--- src/sv/jsu_pkg.sv ---
// Shared types and constants for the JSON string unescape unit.
package jsu_pkg;

   // End-of-string status codes
   localparam logic [1:0] ST_OK        = 2'd0;
   localparam logic [1:0] ST_BAD_ESC   = 2'd1;
   localparam logic [1:0] ST_TOO_SMALL = 2'd2;

   // Result kinds
   localparam logic KIND_DATA = 1'b0;
   localparam logic KIND_END  = 1'b1;

   // Work queue between front and back
   localparam int unsigned Q_DEPTH = 4;
   localparam int unsigned Q_PTR_W = $clog2(Q_DEPTH);

   // One queued job: up to four decoded bytes, optionally followed by a status word
   typedef struct packed {
      logic [2:0]      nbytes;
      logic [3:0][7:0] bytes;
      logic            has_end;
      logic [1:0]      status;
   } jsu_job_type;

endpackage

--- src/sv/json_string_unescape_utf8_unit.sv ---
// Top level of the JSON string unescape unit: config register, front, queue and back.
//
// Usage:
//   req_*  stream in: one raw string-body byte per word. req_tuser flags a word
//          that carries no byte and only ends an empty string; req_tlast ends a string.
//   rsp_*  stream out: decoded bytes (rsp_tuser = 0) and, at each string end, one
//          status word (rsp_tuser = 1: 0 ok, 1 bad escape, 2 output too small).
//          rsp_tlast marks the last result caused by one input word.
//   csr_*  write channel for the output capacity register (always ready).
// Path: an accepted input word is written to the job queue, then to the result register.
// Throughput: one input word per cycle while each word yields at most one result;
//   the result register sends one word per cycle, so a \u escape expanding to
//   N bytes occupies the output for N words, N + 1 with a status word at a string end.
//   A four-entry job queue between parser and serializer absorbs those bursts.
// Stall: while rsp_tready is low the output word holds, the queue fills and
//   req_tready drops once the queue is full; nothing is lost.
// Reset: clears parser state, queue and output valid; capacity returns to 4096.
module json_string_unescape_utf8_unit
   import jsu_pkg::*;
#(
   parameter int unsigned MAX_CAPACITY = 4096
) (
   input  logic        clock,
   input  logic        reset,
   input  logic        req_tvalid,
   output logic        req_tready,
   input  logic [7:0]  req_tdata,   // [7:0] in_byte
   input  logic        req_tuser,   // [0] end_only
   input  logic        req_tlast,
   output logic        rsp_tvalid,
   input  logic        rsp_tready,
   output logic [15:0] rsp_tdata,   // [7:0] data_byte, [9:8] status, [15:10] zero
   output logic        rsp_tuser,   // [0] kind
   output logic        rsp_tlast,
   input  logic        csr_valid,
   output logic        csr_ready,
   input  logic [12:0] csr_data     // output_capacity
);

   logic [12:0] cap_ff;
   logic        q_full, q_empty;
   logic        take;
   logic        push, pop;
   jsu_job_type push_job, head_job;
   logic [7:0]  out_byte;
   logic [1:0]  out_status;

   // capacity register; the user must write it only while idle, the block does not enforce it
   assign csr_ready = 1'b1;
   always_ff @(posedge clock) begin
      if (reset)          cap_ff <= 13'd4096;
      else if (csr_valid) cap_ff <= csr_data;
   end

   assign req_tready = !q_full;
   assign take       = req_tvalid && req_tready;

   jsu_front #(
      .MAX_CAPACITY(MAX_CAPACITY)
   ) u_front (
      .clock    (clock),
      .reset    (reset),
      .take     (take),
      .in_byte  (req_tdata),
      .end_only (req_tuser),
      .last     (req_tlast),
      .capacity (cap_ff),
      .push     (push),
      .job      (push_job)
   );

   jsu_fifo u_fifo (
      .clock    (clock),
      .reset    (reset),
      .push     (push),
      .push_job (push_job),
      .pop      (pop),
      .head_job (head_job),
      .empty    (q_empty),
      .full     (q_full)
   );

   jsu_back u_back (
      .clock      (clock),
      .reset      (reset),
      .head_job   (head_job),
      .head_empty (q_empty),
      .pop        (pop),
      .out_valid  (rsp_tvalid),
      .out_ready  (rsp_tready),
      .out_kind   (rsp_tuser),
      .out_byte   (out_byte),
      .out_status (out_status),
      .out_last   (rsp_tlast)
   );

   assign rsp_tdata = {6'd0, out_status, out_byte};

endmodule

--- src/sv/jsu_front.sv ---
// Front end: escape parser, UTF-8 encoder and capacity check; emits at most one job per word.
module jsu_front
   import jsu_pkg::*;
#(
   parameter int unsigned MAX_CAPACITY = 4096
) (
   input  logic              clock,
   input  logic              reset,
   input  logic              take,       // input word accepted this cycle
   input  logic [7:0]        in_byte,
   input  logic              end_only,
   input  logic              last,
   input  logic [12:0]       capacity,   // configured capacity
   output logic              push,
   output jsu_job_type       job
);

   localparam int unsigned CAP_W = $clog2(MAX_CAPACITY + 1);
   localparam int unsigned CMP_W = ((CAP_W > 13) ? CAP_W : 13) + 1;

   localparam logic [3:0] PH_NORMAL = 4'd0;
   localparam logic [3:0] PH_ESC    = 4'd1;
   localparam logic [3:0] PH_HEX1   = 4'd2;
   localparam logic [3:0] PH_HEX2   = 4'd3;
   localparam logic [3:0] PH_HEX3   = 4'd4;
   localparam logic [3:0] PH_HEX4   = 4'd5;
   localparam logic [3:0] PH_LBS    = 4'd6;
   localparam logic [3:0] PH_LU     = 4'd7;
   localparam logic [3:0] PH_LHEX1  = 4'd8;
   localparam logic [3:0] PH_LHEX2  = 4'd9;
   localparam logic [3:0] PH_LHEX3  = 4'd10;
   localparam logic [3:0] PH_LHEX4  = 4'd11;

   localparam logic [7:0] CH_QUOTE  = 8'h22;
   localparam logic [7:0] CH_BSLASH = 8'h5c;
   localparam logic [7:0] CH_SLASH  = 8'h2f;
   localparam logic [7:0] CH_B      = 8'h62;
   localparam logic [7:0] CH_F      = 8'h66;
   localparam logic [7:0] CH_N      = 8'h6e;
   localparam logic [7:0] CH_R      = 8'h72;
   localparam logic [7:0] CH_T      = 8'h74;
   localparam logic [7:0] CH_U      = 8'h75;

   localparam logic [15:0] HI_SUR_LO = 16'hd800;
   localparam logic [15:0] HI_SUR_HI = 16'hdbff;
   localparam logic [15:0] LO_SUR_LO = 16'hdc00;
   localparam logic [15:0] LO_SUR_HI = 16'hdfff;
   localparam logic [20:0] CP_1B_MAX = 21'h7f;
   localparam logic [20:0] CP_2B_MAX = 21'h7ff;
   localparam logic [20:0] CP_3B_MAX = 21'hffff;

   // {valid, value}
   function automatic logic [4:0] hex_val(input logic [7:0] b);
      logic [4:0] r;
      r = 5'd0;
      if (b >= 8'h30 && b <= 8'h39)      r = {1'b1, 4'(b - 8'h30)};
      else if (b >= 8'h61 && b <= 8'h66) r = {1'b1, 4'(b - 8'h57)};
      else if (b >= 8'h41 && b <= 8'h46) r = {1'b1, 4'(b - 8'h37)};
      return r;
   endfunction

   logic [3:0]       phase_ff, phase_in;
   logic [15:0]      acc_ff, acc_in;
   logic [9:0]       hs_ff, hs_in;
   logic [CAP_W-1:0] count_ff, count_in;
   logic             disc_ff, disc_in;
   logic [1:0]       pend_ff, pend_in;

   logic [CMP_W-1:0] cap_eff;
   logic [CMP_W-1:0] need_sum;
   logic [4:0]       hv;
   logic [15:0]      acc_sh;
   logic             want_byte, want_cp;
   logic [7:0]       byte_val;
   logic [20:0]      cp;
   logic [2:0]       cp_len, need;
   logic [3:0][7:0]  enc;

   assign cap_eff = (CMP_W'(capacity) > CMP_W'(MAX_CAPACITY)) ?
                    CMP_W'(MAX_CAPACITY) : CMP_W'(capacity);
   assign hv      = hex_val(in_byte);
   assign acc_sh  = {acc_ff[11:0], hv[3:0]};

   always_comb begin
      if (cp <= CP_1B_MAX)      cp_len = 3'd1;
      else if (cp <= CP_2B_MAX) cp_len = 3'd2;
      else if (cp <= CP_3B_MAX) cp_len = 3'd3;
      else                      cp_len = 3'd4;
   end

   always_comb begin
      enc = '0;
      if (want_byte) begin
         enc[0] = byte_val;
      end else begin
         unique case (cp_len)
            3'd1: enc[0] = cp[7:0];
            3'd2: begin
               enc[0] = {3'b110, cp[10:6]};
               enc[1] = {2'b10, cp[5:0]};
            end
            3'd3: begin
               enc[0] = {4'b1110, cp[15:12]};
               enc[1] = {2'b10, cp[11:6]};
               enc[2] = {2'b10, cp[5:0]};
            end
            default: begin
               enc[0] = {5'b11110, cp[20:18]};
               enc[1] = {2'b10, cp[17:12]};
               enc[2] = {2'b10, cp[11:6]};
               enc[3] = {2'b10, cp[5:0]};
            end
         endcase
      end
   end

   assign need     = want_byte ? 3'd1 : cp_len;
   assign need_sum = CMP_W'(count_ff) + CMP_W'(need);

   always_comb begin
      phase_in  = phase_ff;
      acc_in    = acc_ff;
      hs_in     = hs_ff;
      count_in  = count_ff;
      disc_in   = disc_ff;
      pend_in   = pend_ff;
      want_byte = 1'b0;
      want_cp   = 1'b0;
      byte_val  = in_byte;
      cp        = {5'd0, acc_sh};
      job       = '0;

      if (!end_only && !disc_ff) begin
         unique case (phase_ff)
            PH_ESC: begin
               phase_in  = PH_NORMAL;
               want_byte = 1'b1;
               unique case (in_byte)
                  CH_QUOTE:  byte_val = 8'h22;
                  CH_BSLASH: byte_val = 8'h5c;
                  CH_SLASH:  byte_val = 8'h2f;
                  CH_B:      byte_val = 8'h08;
                  CH_F:      byte_val = 8'h0c;
                  CH_N:      byte_val = 8'h0a;
                  CH_R:      byte_val = 8'h0d;
                  CH_T:      byte_val = 8'h09;
                  CH_U: begin
                     want_byte = 1'b0;
                     phase_in  = PH_HEX1;
                     acc_in    = '0;
                  end
                  default: begin
                     want_byte = 1'b0;
                     disc_in   = 1'b1;
                     pend_in   = ST_BAD_ESC;
                  end
               endcase
            end
            PH_HEX1, PH_HEX2, PH_HEX3, PH_HEX4,
            PH_LHEX1, PH_LHEX2, PH_LHEX3, PH_LHEX4: begin
               if (!hv[4]) begin
                  disc_in  = 1'b1;
                  pend_in  = ST_BAD_ESC;
                  phase_in = PH_NORMAL;
               end else begin
                  acc_in = acc_sh;
                  if (phase_ff == PH_HEX4) begin
                     if (acc_sh >= HI_SUR_LO && acc_sh <= HI_SUR_HI) begin
                        hs_in    = acc_sh[9:0];
                        phase_in = PH_LBS;
                     end else begin
                        phase_in = PH_NORMAL;
                        want_cp  = 1'b1;
                     end
                  end else if (phase_ff == PH_LHEX4) begin
                     phase_in = PH_NORMAL;
                     if (acc_sh < LO_SUR_LO || acc_sh > LO_SUR_HI) begin
                        disc_in = 1'b1;
                        pend_in = ST_BAD_ESC;
                     end else begin
                        // 0x10000 + (hs << 10) + low ten bits
                        cp      = {({1'b0, hs_ff} + 11'd64), acc_sh[9:0]};
                        want_cp = 1'b1;
                     end
                  end else begin
                     phase_in = phase_ff + 4'd1;
                  end
               end
            end
            PH_LBS: begin
               if (in_byte == CH_BSLASH) begin
                  phase_in = PH_LU;
               end else begin
                  disc_in  = 1'b1;
                  pend_in  = ST_BAD_ESC;
                  phase_in = PH_NORMAL;
               end
            end
            PH_LU: begin
               if (in_byte == CH_U) begin
                  phase_in = PH_LHEX1;
                  acc_in   = '0;
               end else begin
                  disc_in  = 1'b1;
                  pend_in  = ST_BAD_ESC;
                  phase_in = PH_NORMAL;
               end
            end
            default: begin
               // normal bytes, also any unused phase code
               phase_in = PH_NORMAL;
               if (in_byte == CH_BSLASH) phase_in = PH_ESC;
               else                      want_byte = 1'b1;
            end
         endcase

         if (want_byte || want_cp) begin
            if (need_sum >= cap_eff) begin
               disc_in  = 1'b1;
               pend_in  = ST_TOO_SMALL;
               phase_in = PH_NORMAL;
            end else begin
               job.nbytes = need;
               job.bytes  = enc;
               count_in   = need_sum[CAP_W-1:0];
            end
         end
      end

      if (last) begin
         job.has_end = 1'b1;
         if (disc_in)                    job.status = pend_in;
         else if (phase_in != PH_NORMAL) job.status = ST_BAD_ESC;
         else                            job.status = ST_OK;
         phase_in = PH_NORMAL;
         acc_in   = '0;
         hs_in    = '0;
         count_in = '0;
         disc_in  = 1'b0;
         pend_in  = ST_OK;
      end
   end

   assign push = take && ((job.nbytes != 3'd0) || job.has_end);

   always_ff @(posedge clock) begin
      if (reset) begin
         phase_ff <= PH_NORMAL;
         acc_ff   <= '0;
         hs_ff    <= '0;
         count_ff <= '0;
         disc_ff  <= 1'b0;
         pend_ff  <= ST_OK;
      end else if (take) begin
         phase_ff <= phase_in;
         acc_ff   <= acc_in;
         hs_ff    <= hs_in;
         count_ff <= count_in;
         disc_ff  <= disc_in;
         pend_ff  <= pend_in;
      end
   end

endmodule

--- src/sv/jsu_fifo.sv ---
// Short job queue decoupling the parser from the result serializer.
module jsu_fifo
   import jsu_pkg::*;
(
   input  logic        clock,
   input  logic        reset,
   input  logic        push,
   input  jsu_job_type push_job,
   input  logic        pop,
   output jsu_job_type head_job,
   output logic        empty,
   output logic        full
);

   jsu_job_type          mem_ff [Q_DEPTH];
   logic [Q_PTR_W-1:0]   wr_ff, wr_in;
   logic [Q_PTR_W-1:0]   rd_ff, rd_in;
   logic [Q_PTR_W:0]     fill_ff, fill_in;
   logic                 do_push, do_pop;

   assign empty    = (fill_ff == '0);
   assign full     = (fill_ff == (Q_PTR_W + 1)'(Q_DEPTH));
   assign do_push  = push && !full;
   assign do_pop   = pop && !empty;
   assign head_job = mem_ff[rd_ff];

   assign wr_in   = do_push ? wr_ff + 1'b1 : wr_ff;
   assign rd_in   = do_pop ? rd_ff + 1'b1 : rd_ff;
   assign fill_in = fill_ff + (Q_PTR_W + 1)'(do_push) - (Q_PTR_W + 1)'(do_pop);

   always_ff @(posedge clock) begin
      if (reset) begin
         wr_ff   <= '0;
         rd_ff   <= '0;
         fill_ff <= '0;
      end else begin
         wr_ff   <= wr_in;
         rd_ff   <= rd_in;
         fill_ff <= fill_in;
      end
   end

   always_ff @(posedge clock) begin
      if (do_push) mem_ff[wr_ff] <= push_job;
   end

   a_no_push_full: assert property (@(posedge clock) disable iff (reset)
      !(push && full)) else $error("queue overflow");
   a_no_pop_empty: assert property (@(posedge clock) disable iff (reset)
      !(pop && empty)) else $error("queue underflow");
   a_fill_range: assert property (@(posedge clock) disable iff (reset)
      fill_ff <= (Q_PTR_W + 1)'(Q_DEPTH)) else $error("queue fill out of range");

endmodule

--- src/sv/jsu_back.sv ---
// Back end: serializes queued jobs into result words through an output register.
module jsu_back
   import jsu_pkg::*;
(
   input  logic        clock,
   input  logic        reset,
   input  jsu_job_type head_job,
   input  logic        head_empty,
   output logic        pop,
   output logic        out_valid,
   input  logic        out_ready,
   output logic        out_kind,
   output logic [7:0]  out_byte,
   output logic [1:0]  out_status,
   output logic        out_last
);

   logic [2:0] sel_ff, sel_in;
   logic [2:0] total;
   logic       is_last;
   logic       load;
   logic       valid_ff, valid_in;
   logic       kind_ff;
   logic [7:0] byte_ff;
   logic [1:0] status_ff;
   logic       last_ff;

   assign total   = head_job.nbytes + 3'(head_job.has_end);
   assign is_last = (sel_ff + 3'd1) == total;
   assign load    = !head_empty && (!valid_ff || out_ready);
   assign pop     = load && is_last;

   always_comb begin
      sel_in   = sel_ff;
      valid_in = valid_ff;
      if (load) begin
         valid_in = 1'b1;
         sel_in   = is_last ? 3'd0 : sel_ff + 3'd1;
      end else if (out_ready) begin
         valid_in = 1'b0;
      end
   end

   always_ff @(posedge clock) begin
      if (reset) begin
         sel_ff   <= '0;
         valid_ff <= 1'b0;
      end else begin
         sel_ff   <= sel_in;
         valid_ff <= valid_in;
      end
   end

   always_ff @(posedge clock) begin
      if (load) begin
         last_ff <= is_last;
         if (sel_ff < head_job.nbytes) begin
            kind_ff   <= KIND_DATA;
            byte_ff   <= head_job.bytes[sel_ff[1:0]];
            status_ff <= ST_OK;
         end else begin
            kind_ff   <= KIND_END;
            byte_ff   <= 8'd0;
            status_ff <= head_job.status;
         end
      end
   end

   assign out_valid  = valid_ff;
   assign out_kind   = kind_ff;
   assign out_byte   = byte_ff;
   assign out_status = status_ff;
   assign out_last   = last_ff;

   a_end_is_last: assert property (@(posedge clock) disable iff (reset)
      valid_ff && kind_ff == KIND_END |-> last_ff) else $error("status word not last");
   a_data_ok: assert property (@(posedge clock) disable iff (reset)
      valid_ff && kind_ff == KIND_DATA |-> status_ff == ST_OK)
      else $error("data word with nonzero status");
   a_sel_in_job: assert property (@(posedge clock) disable iff (reset)
      !head_empty |-> sel_ff < total) else $error("serializer index past job");

endmodule
--- config.mk ---
export PLATFORM = sky130hd
export DESIGN_NAME = json_string_unescape_utf8_unit
export DESIGN_NICKNAME = d
export VERILOG_FILES = /design/src/sv/jsu_pkg.sv /design/src/sv/json_string_unescape_utf8_unit.sv /design/src/sv/jsu_front.sv /design/src/sv/jsu_fifo.sv /design/src/sv/jsu_back.sv
export SDC_FILE = /design/constraint.sdc
export NUM_CORES = 1
export LEC_CHECK = 0
export BUFFER_PORTS_ARGS = -buffer_cell sky130_fd_sc_hd__buf_2
export CORE_MARGIN = 1.5
export CORE_UTILIZATION = 54
export DETAILED_ROUTE_END_ITERATION = 16
export MAX_ROUTING_LAYER = met4
export PLACE_DENSITY = 0.72
export SLEW_MARGIN = 20
export SYNTH_ARGS = -nofsm -noshare
export SYNTH_HDL_FRONTEND = slang
export SYNTH_SLANG_ARGS = --single-unit
export TNS_END_PERCENT = 5
--- constraint.sdc ---
create_clock -name clock -period 9.7 [get_ports clock]
set_input_delay 0.97 -clock clock [delete_from_list [all_inputs] [get_ports clock]]
set_output_delay 0.97 -clock clock [all_outputs]
set_load 0.03 [all_outputs]
==> results of run 1 <==
critical path, stage by stage:
cell      delay [ps]
buf_2            150
inv_1            160
ha_1             190
o21bai_1          90
a211oi_2         470
a21o_1           410
a21oi_1          110
nand4b_2         510
nand2b_1         340
nor2_1           300
nor2_1           150
ha_1             330
a211oi_2         110
nor3_4           360
nand4_1          170
xnor2_1          170
ha_1             300
o21a_1           120
o21ai_0           90
nor4_1           590
nor4_4           130
and2_0           300
o31ai_4          470
inv_2            180
ha_1             250
fa_1             400
xnor2_1          160
nor2_1            50
worst paths after layout:
check	to	slack, ps	startpoint	cells after the start
setup / recovery	u_fifo.fill_ff[2]	2020	req_tdata[0]	28
hold / removal	u_back.out_valid	490	u_back.out_valid	2
setup reg to reg	u_fifo.fill_ff[2]	2280	u_front.phase_ff[0]	26
hold reg to reg	u_back.out_valid	490	u_back.out_valid	2
power breakdown:
| part | leakage (nW) | switching, mW | internal (mW) |
|---|---|---|---|
| combinational | 1.98 | 0.315 | 0.225 |
| clock | 0.358 | 0.345 | 0.521 |
| sequential | 2.06 | 0.0418 | 1.11 |
| total | 4.40 | 0.702 | 1.86 |
routing by layer:
metal / up-vias / wire [um]
li1: 3495 / -
met1: 3706 / 10800
met2: 236 / 11500
met3: 49 / 1420
met4: 0 / 564
met5: - / 0
registers in the layout, summed over array words and instances (netlist names), named ones only:
name,cells
u_fifo.wr_ff,2
u_front.disc_ff,1
u_front.count_ff,13
u_back.out_status,2
u_front.hs_ff,10
cap_ff,13
u_back.out_byte,8
u_fifo.fill_ff,3
u_back.out_valid,1
u_back.out_kind,1
u_front.pend_ff,2
u_back.sel_ff,3
u_back.out_last,1
u_fifo.mem_ff,140
u_fifo.rd_ff,2
u_front.phase_ff,4
u_front.acc_ff,12
synthesized netlist by cell type (20+ instances only):
library cell and n:
a22oi_1 28, o21ai_0 24, clkbuf_1 28, nor2_1 86, dfxtp_1 68, ha_1 37, nand2_1 65, mux4_2 42
inv_1 29, nor3_1 20, a21oi_1 43, edfxtp_1 152, nand3_1 21
cells by family (layout without fill, tap and decap cells):
kind of cell,after synthesis,after routing,synth area share [%]
xor gates and xnor gates,22,22,1.75
DFF,220,220,53.9
and+or+nand+nor,281,281,13.1
AOI/OAI and AO/OA,201,201,13.2
other,2,7,0.0683
buffers and inverters,88,122,3.53
muxes,56,56,9.88
adders and majority gates,39,39,4.58
per-stage QoR:
stage / area (um2) / setup slack (ps) / power [mW] / hold WS [ps] / util, %
floorplan: 11000 / 2430 / 1.58 / 443 / -
global placement: 11400 / 1800 / 1.71 / 453 / 56.6
detailed placement: 11400 / 1490 / 1.72 / 463 / 56.6
CTS: 12100 / 2030 / 2.59 / 485 / 60.3
global route: 12100 / 1260 / 2.68 / 520 / 60.3
finish: 12100 / 2020 / 2.56 / 489 / 60.3
cell type report:
cell class,instances,share of cell area (%)
sequential,220,48.9
multi-input combinational,606,38.8
clock buffer,27,4.96
tap,270,2.79
timing repair buffer,53,2.44
clock inverter,11,1.17
inverter,31,0.960
==> flow_summary.toml, run 1 <==
[status]
status = "completed"

[route]
dr.pass1.iters = 5
ant_nets = 0
vias = 7486
drt-initial-drc-count = 680
wl_per_cell_um = 19.9
wl_um = 24200
via_per_inst = 6.15
drc = 0

[cts]
post_cts_buffers = 0
clk_pin_slew_ps = 60
hold_buffers = 0
cts_tree = "built"
worstSkewPairLatency_ps = 510
cts_resized = 0
numCtsBuffers = 23
h-tree-depth = 1
clock_path_buffers = 3
cts_root_buffer = "clkbuf_16"
numClockSinks = 220

[timing]
setup_viol = 0
rsz0062_at_grt = "false"
hold_viol = 0
slew_headroom_pct = 20.0
fmax_mhz = 130
post-route-period-util_pct = 79.2
tightest_slew_ps = 1190
fin_skew_ps = 20.2
setup_tns_ps = 0
fin_crit_ps = 7680
report.final.slew_viol_count = 0

[die]
dieArea_mm2 = 0.0212
die_h_um = 146
core_region_area_mm2 = 0.0201
ios = 49
die_w_um = 146
num_rows = 52
start_util_pct = 54.7

[cells_and_area]
ff_latch_area_mm2 = 0.00593
fin_cells = 1218
final_cell_mix = "edfxtp_1, nor2_1, dfxtp_1"
multi_input_area_mm2 = 0.00470
drive_gt1_share_pct = 17.0
syn2layout_area_growth_pct = 10.2
mostFrequentLayoutCell = "edfxtp_1"
fin_nets = 1002
fill_cells = 1565
antenna_cells = 0

[placed_design]
port_buffers = 41
hpwl_um = 16100
placedCellCount = 1180
gp_congestion = 0.982

[global_route]
use_met1_pct = 32.2
grt_first_pass_wirelength_um = 39600
gr-usage-met3_pct = 4.04
first_global_vias = 7256
grtUsageMet2_pct = 38.5
antenna_found_initial = 0
grt_max_degree = 68
grt_usage_pct = 24.2
busiest_layer = "met2"
grt_overflow = 0

[logic_synthesis]
synth_edf_count = 152
yosysWarningCount = 0
synthCells = 909
syn_avg_cell_area_um2 = 12.1
yosys-top-cells-area = "edfxtp_1, dfxtp_1, mux4_2, ha_1, nor2_1"
synth_area_mm2 = 0.0110
ys_seq_area_share_pct = 53.9
synth_top_area_share_pct = 41.5
synthFlopType = "edfxtp_1"
ys_seq_elements = 220
yosysTopAreaCell = "edfxtp_1"
async_flop_share_pct = 0
synth.distinct_cells = 91

[power_and_ir_drop]
ir_drop_mv = 0.105
p_leak_nw = 4.40
p_per_area_mw_per_mm2 = 211

[worst_setup_path]
crit_type = "primary input to flip-flop"
worstPathArrival_ps = 8050
end_kind = "flip-flop"
required_ps = 10070
worst-path-max-fanout = 19
cp-start-kind = "primary input"

[hold_path]
hp-class = "flip-flop to flip-flop"

[flow_run]
max_cap_viol_count = 0
No activity file was read; power rests on OpenSTA's default activity.
==> run 2, diff against run 1 <==
==> constraint.sdc (replaced) <==
create_clock -name clock -period 7.6 [get_ports clock]
set_input_delay 0.76 -clock clock [delete_from_list [all_inputs] [get_ports clock]]
set_output_delay 0.76 -clock clock [all_outputs]
set_load 0.03 [all_outputs]
==> flow_summary.toml, run 2 (same netlist as run 1, synthesis figures left out) <==
[status]
status = "completed"

[timing]
fmax_mhz = 141
setup_viol = 0
slew_headroom_pct = 26.6
hold_viol = 0
setup_tns_ps = 0
fin_crit_ps = 7090
fin_skew_ps = 16.0
rsz0062_at_grt = "false"
post-route-period-util_pct = 93.4
report.final.slew_viol_count = 0
tightest_slew_ps = 1090

[worst_setup_path]
worstPathArrival_ps = 7480
end_kind = "flip-flop"
required_ps = 7980
cp-endpoint = "u_fifo.fill_ff[2]"
cpMaxStageDelayCell = "nor4_1"
crit_path_start = "req_tdata[0]"
crit_type = "primary input to flip-flop"
worst-path-max-fanout = 12
cp_common_cell = "ha_1"
reg2reg_slack_ps = 640
reg2reg_depth = 26
cp-start-kind = "primary input"
r2r-end = "u_fifo.fill_ff[2]"
max_stage_delay_ps = 600
reg2reg_from = "u_front.phase_ff[1]"

[die]
ios = 49
start_util_pct = 54.7
num_rows = 52
die_w_um = 146
dieArea_mm2 = 0.0212
die_h_um = 146
core_region_area_mm2 = 0.0201

[route]
wl_um = 24700
vias = 7481
ant_nets = 0
via_per_inst = 6.09
dr.pass1.iters = 5
drt-initial-drc-count = 624
wl_per_cell_um = 20.1
drc = 0

[cells_and_area]
syn2layout_area_growth_pct = 10.9
fill_cells = 1571
stdcell_area_mm2 = 0.0122
multi_input_area_mm2 = 0.00470
fin_nets = 1009
antenna_cells = 0
largest_reg_flops = 140
top_register = "u_fifo.mem_ff"
final_util_pct = 60.6
drive_gt1_share_pct = 17.3
ff_latch_area_mm2 = 0.00593
mostFrequentLayoutCell = "edfxtp_1"
reg_top3 = "u_fifo.mem_ff x140, cap_ff x13, u_front.count_ff x13"
final_cell_mix = "edfxtp_1, nor2_1, dfxtp_1"

[placed_design]
hpwl_um = 16600
placed_cell_area_mm2 = 0.0115
port_buffers = 41
gp_congestion = 0.931

[power_and_ir_drop]
comb_power_share_pct = 21.6
p_sw_share_pct = 28.4
sequentialPowerShare_pct = 45.5
internal_power_mw = 2.32
p_sw_mw = 0.919
clkPwrFrac_pct = 32.9
p_leak_nw = 4.44
ir_drop_mv = 0.257
p_per_area_mw_per_mm2 = 265

[cts]
h-tree-depth = 1
clk_pin_slew_ps = 60
worstSkewPairLatency_ps = 520
numCtsBuffers = 23
hold_buffers = 0
clock_path_buffers = 3
cts_resized = 0
cts_root_buffer = "clkbuf_16"
cts_tree = "built"
numClockSinks = 220
post_cts_buffers = 0

[global_route]
first_global_vias = 7317
antenna_found_initial = 0
grt_usage_pct = 24.1
grt_max_degree = 68
grt_overflow = 0
grt_first_pass_wirelength_um = 39300

[hold_path]
hp-class = "flip-flop to flip-flop"

[flow_run]
max_cap_viol_count = 0
[run 2: changes by cell type in the layout (fill, tap and decap cells not counted)]
| cell | delta |
|---|---|
| clkinv_4 | -2 |
| buf_4 | +3 |
| clkinvlp_4 | -1 |
| buf_12 | +4 |
| clkinv_1 | +3 |
| inv_16 | +1 |
| clkbuf_1 | +2 |
| inv_6 | +1 |
| bufinv_16 | -2 |
| inv_4 | +1 |
[run 2: power groups by stage]
stage	registers, mW	clock network [mW]	logic (mW)
CTS	1.47	1.08	0.711
floorplan	1.54	0	0.479
detailed placement	1.50	0	0.706
finish	1.47	1.06	0.699
global placement	1.49	0	0.694
global route	1.48	1.12	0.764
[run 2: how the worst min path moves through the flow]
stage | start | slack (ps) | to | cells past startpoint
2_1_floorplan | u_front.hs_ff[3] | 440 | u_front.hs_ff[3] | 2
3_3_place_gp | u_back.out_valid | 450 | u_back.out_valid | 2
3_5_place_dp | u_back.out_valid | 460 | u_back.out_valid | 2
4_1_cts | csr_data[12] | 460 | cap_ff[12] | 3
5_1_grt | csr_data[12] | 480 | cap_ff[12] | 3
6_report | u_back.out_valid | 460 | u_back.out_valid | 2
[run 2: stage by stage]
| stage | instances | setup WS [ps] | total power, mW | hold slack, ps |
|---|---|---|---|---|
| finish | 1228 | 505 | 3.23 | 461 |
| global route | 1228 | 54.9 | 3.37 | 477 |
| CTS | 1228 | 585 | 3.26 | 456 |
| detailed placement | 1187 | 44.8 | 2.20 | 460 |
| global placement | 1187 | 280 | 2.19 | 453 |
| floorplan | 914 | 542 | 2.02 | 443 |
[run 2: layer usage]
| metal | vias up | GRT usage [%] | routed length [um] |
|---|---|---|---|
| met5 | - | - | 0 |
| met4 | 0 | 7.86 | 703 |
| met3 | 64 | 3.42 | 1360 |
| met2 | 254 | 38.3 | 11500 |
| met1 | 3654 | 32.3 | 11100 |
| li1 | 3509 | - | - |
[run 2: final cells by class]
cell class,count,share of cell area [%]
Clock buffer,29,4.99
Inverter,31,0.955
Sequential cell,220,48.6
Clock inverter,12,0.842
Multi-Input combinational cell,606,38.5
Tap cell,270,2.77
Timing Repair Buffer,60,3.26
[run 2: worst max-delay path, delay by kind of cell]
family | cells | cell delay, ps
buffers and inverters | 3 | 490
AO/OA/AOI/OAI | 8 | 1890
adder cells (fa/ha/maj) | 5 | 1480
XOR/XNOR | 2 | 330
AND/OR/NAND/NOR | 10 | 2520
==> run 3, diff against run 2 <==
--- a/config.mk
+++ b/config.mk
@@ -5,12 +5,12 @@
 export SDC_FILE = /design/constraint.sdc
 export NUM_CORES = 1
 export LEC_CHECK = 0
-export BUFFER_PORTS_ARGS = -buffer_cell sky130_fd_sc_hd__buf_2
 export CORE_MARGIN = 1.5
 export CORE_UTILIZATION = 54
 export DETAILED_ROUTE_END_ITERATION = 16
+export DONT_BUFFER_PORTS = 1
 export MAX_ROUTING_LAYER = met4
-export PLACE_DENSITY = 0.72
+export PLACE_DENSITY = 0.7
 export SLEW_MARGIN = 20
 export SYNTH_ARGS = -nofsm -noshare
 export SYNTH_HDL_FRONTEND = slang
==> flow_summary.toml, run 3 (same netlist as run 1, synthesis figures left out) <==
[status]
status = "completed"

[cts]
post_cts_buffers = 0
hold_buffers = 0
numClockSinks = 220
cts_tree = "built"
clock_path_buffers = 3
cts_root_buffer = "clkbuf_16"
clk_pin_slew_ps = 70
numCtsBuffers = 23
cts_resized = 0
h-tree-depth = 1
worstSkewPairLatency_ps = 530

[die]
die_h_um = 146
die_w_um = 146
num_rows = 52
core_region_area_mm2 = 0.0201
dieArea_mm2 = 0.0212
start_util_pct = 54.7
ios = 49

[worst_setup_path]
reg2reg_slack_ps = 740
cpMaxStageDelayCell = "nor4_1"
required_ps = 8010
worst-path-max-fanout = 10
reg2reg_from = "u_front.phase_ff[1]"
crit_family = "simple AND/OR/NAND/NOR gates"
max_stage_delay_ps = 560
reg2reg_depth = 26
crit_type = "flip-flop to flip-flop"
worstPathArrival_ps = 7280
cp_common_cell = "ha_1"
end_kind = "flip-flop"
path_buf_inv = 1
r2r-end = "u_fifo.fill_ff[2]"
cp-start-kind = "flip-flop"

[timing]
hold_viol = 0
slew_headroom_pct = 29.1
fin_skew_ps = 17.8
fmax_mhz = 146
rsz0062_at_grt = "false"
post-route-period-util_pct = 90.3
setup_viol = 0
report.final.slew_viol_count = 0
tightest_slew_ps = 1050
whs_ps = 304
fin_crit_ps = 6860
setup_tns_ps = 0

[cells_and_area]
mostFrequentLayoutCell = "edfxtp_1"
fin_cells = 1183
fin_nets = 964
final_cell_mix = "edfxtp_1, nor2_1, dfxtp_1"
fill_cells = 1565
reg_top3 = "u_fifo.mem_ff x140, cap_ff x13, u_front.count_ff x13"
antenna_cells = 0
syn2layout_area_growth_pct = 8.63
largest_reg_flops = 140
top_register = "u_fifo.mem_ff"
drive_gt1_share_pct = 13.1

[power_and_ir_drop]
finalPower_mw = 3.17
p_per_area_mw_per_mm2 = 265
ir_drop_mv = 0.173
p_leak_nw = 4.24

[placed_design]
gp_congestion = 0.951
hpwl_um = 16700
placedCellCount = 1142
port_buffers = 0

[route]
wl_per_cell_um = 20.9
drc = 0
vias = 7313
via_per_inst = 6.18
wl_um = 24700
dr.pass1.iters = 5
drt-initial-drc-count = 657
ant_nets = 0

[hold_path]
hold_end = "u_front.hs_ff[1]"
hp-class = "primary input to flip-flop"
whs_path_depth = 1
hold_start = "reset"

[flow_run]
max_cap_viol_count = 0

[global_route]
grt_max_degree = 68
first_global_vias = 7139
antenna_found_initial = 0
grt_overflow = 0
grt_first_pass_wirelength_um = 39300
grt_usage_pct = 24.3
[run 3: changes by cell type in the layout (fill, tap and decap cells not counted), sizes merged]
cell,change
clkinvlp,+2
buf,-45
clkinv,-1
clkbuf,+1
inv,-2
[run 3: worst max-delay path by stage]
| stage | start | to | slack (ps) | cells past startpoint |
|---|---|---|---|---|
| floorplan | req_tdata[1] | u_fifo.mem_ff[0][0] | 540 | 28 |
| global placement | req_tdata[0] | u_fifo.fill_ff[2] | 600 | 27 |
| detailed placement | req_tdata[0] | u_fifo.fill_ff[2] | 320 | 27 |
| CTS | u_front.phase_ff[1] | u_fifo.fill_ff[2] | 780 | 26 |
| global route | u_front.phase_ff[1] | u_fifo.fill_ff[2] | 20 | 26 |
| finish | u_front.phase_ff[1] | u_fifo.fill_ff[2] | 740 | 26 |
[run 3: routing by layer]
metal  global-route usage (%)  share of wire, %  up-vias
met5                        -                 0        -
met1                     32.2                43     3564
met3                     4.29               6.8       55
li1                         -                 -     3412
met2                     38.9                48      282
met4                     6.73               2.7        0
[run 3: worst register-to-register path, stage by stage (launching register included)]
cell and delay, ps:
dfxtp_1 460, ha_1 330, nand3b_1 180, nor3_1 180
nand3_1 230, o31ai_2 370, nand4b_2 180, nand2b_1 220
nor2_1 300, nor2_1 150, ha_1 330, a211oi_2 110
nor3_4 370, nand4_1 170, xnor2_1 170, ha_1 320
o21a_1 120, o21ai_0 90, nor4_1 560, nor4_4 130
and2_0 290, o31ai_4 460, inv_2 180, ha_1 250
fa_1 400, xnor2_1 160, nor2_1 50
[run 3: metrics by stage]
stage / utilization, % / instance area (um2) / worst slack (ps)
after floorplan: - / 11000 / 542
after global placement: 55.9 / 11200 / 597
after detailed placement: 55.9 / 11200 / 323
after CTS: 59.4 / 11900 / 775
after global routing: 59.4 / 11900 / 15.4
final: 59.4 / 11900 / 735
[run 3: where the power goes]
group,total (mW),leakage (nW),switching (mW),internal (mW)
combinational,0.571,1.85,0.305,0.266
clock,1.05,0.333,0.451,0.596
sequential,1.55,2.06,0.131,1.42
[run 3: final cells by class]
cell class / instances / area [um2] / area share (%)
clock inverter: 11 / 97.6 / 0.817
multi-input combinational: 606 / 4700 / 39.3
clock buffer: 30 / 602 / 5.04
inverter: 31 / 116 / 0.974
sequential: 220 / 5930 / 49.6
tap: 270 / 338 / 2.83
timing repair buffer: 15 / 163 / 1.36
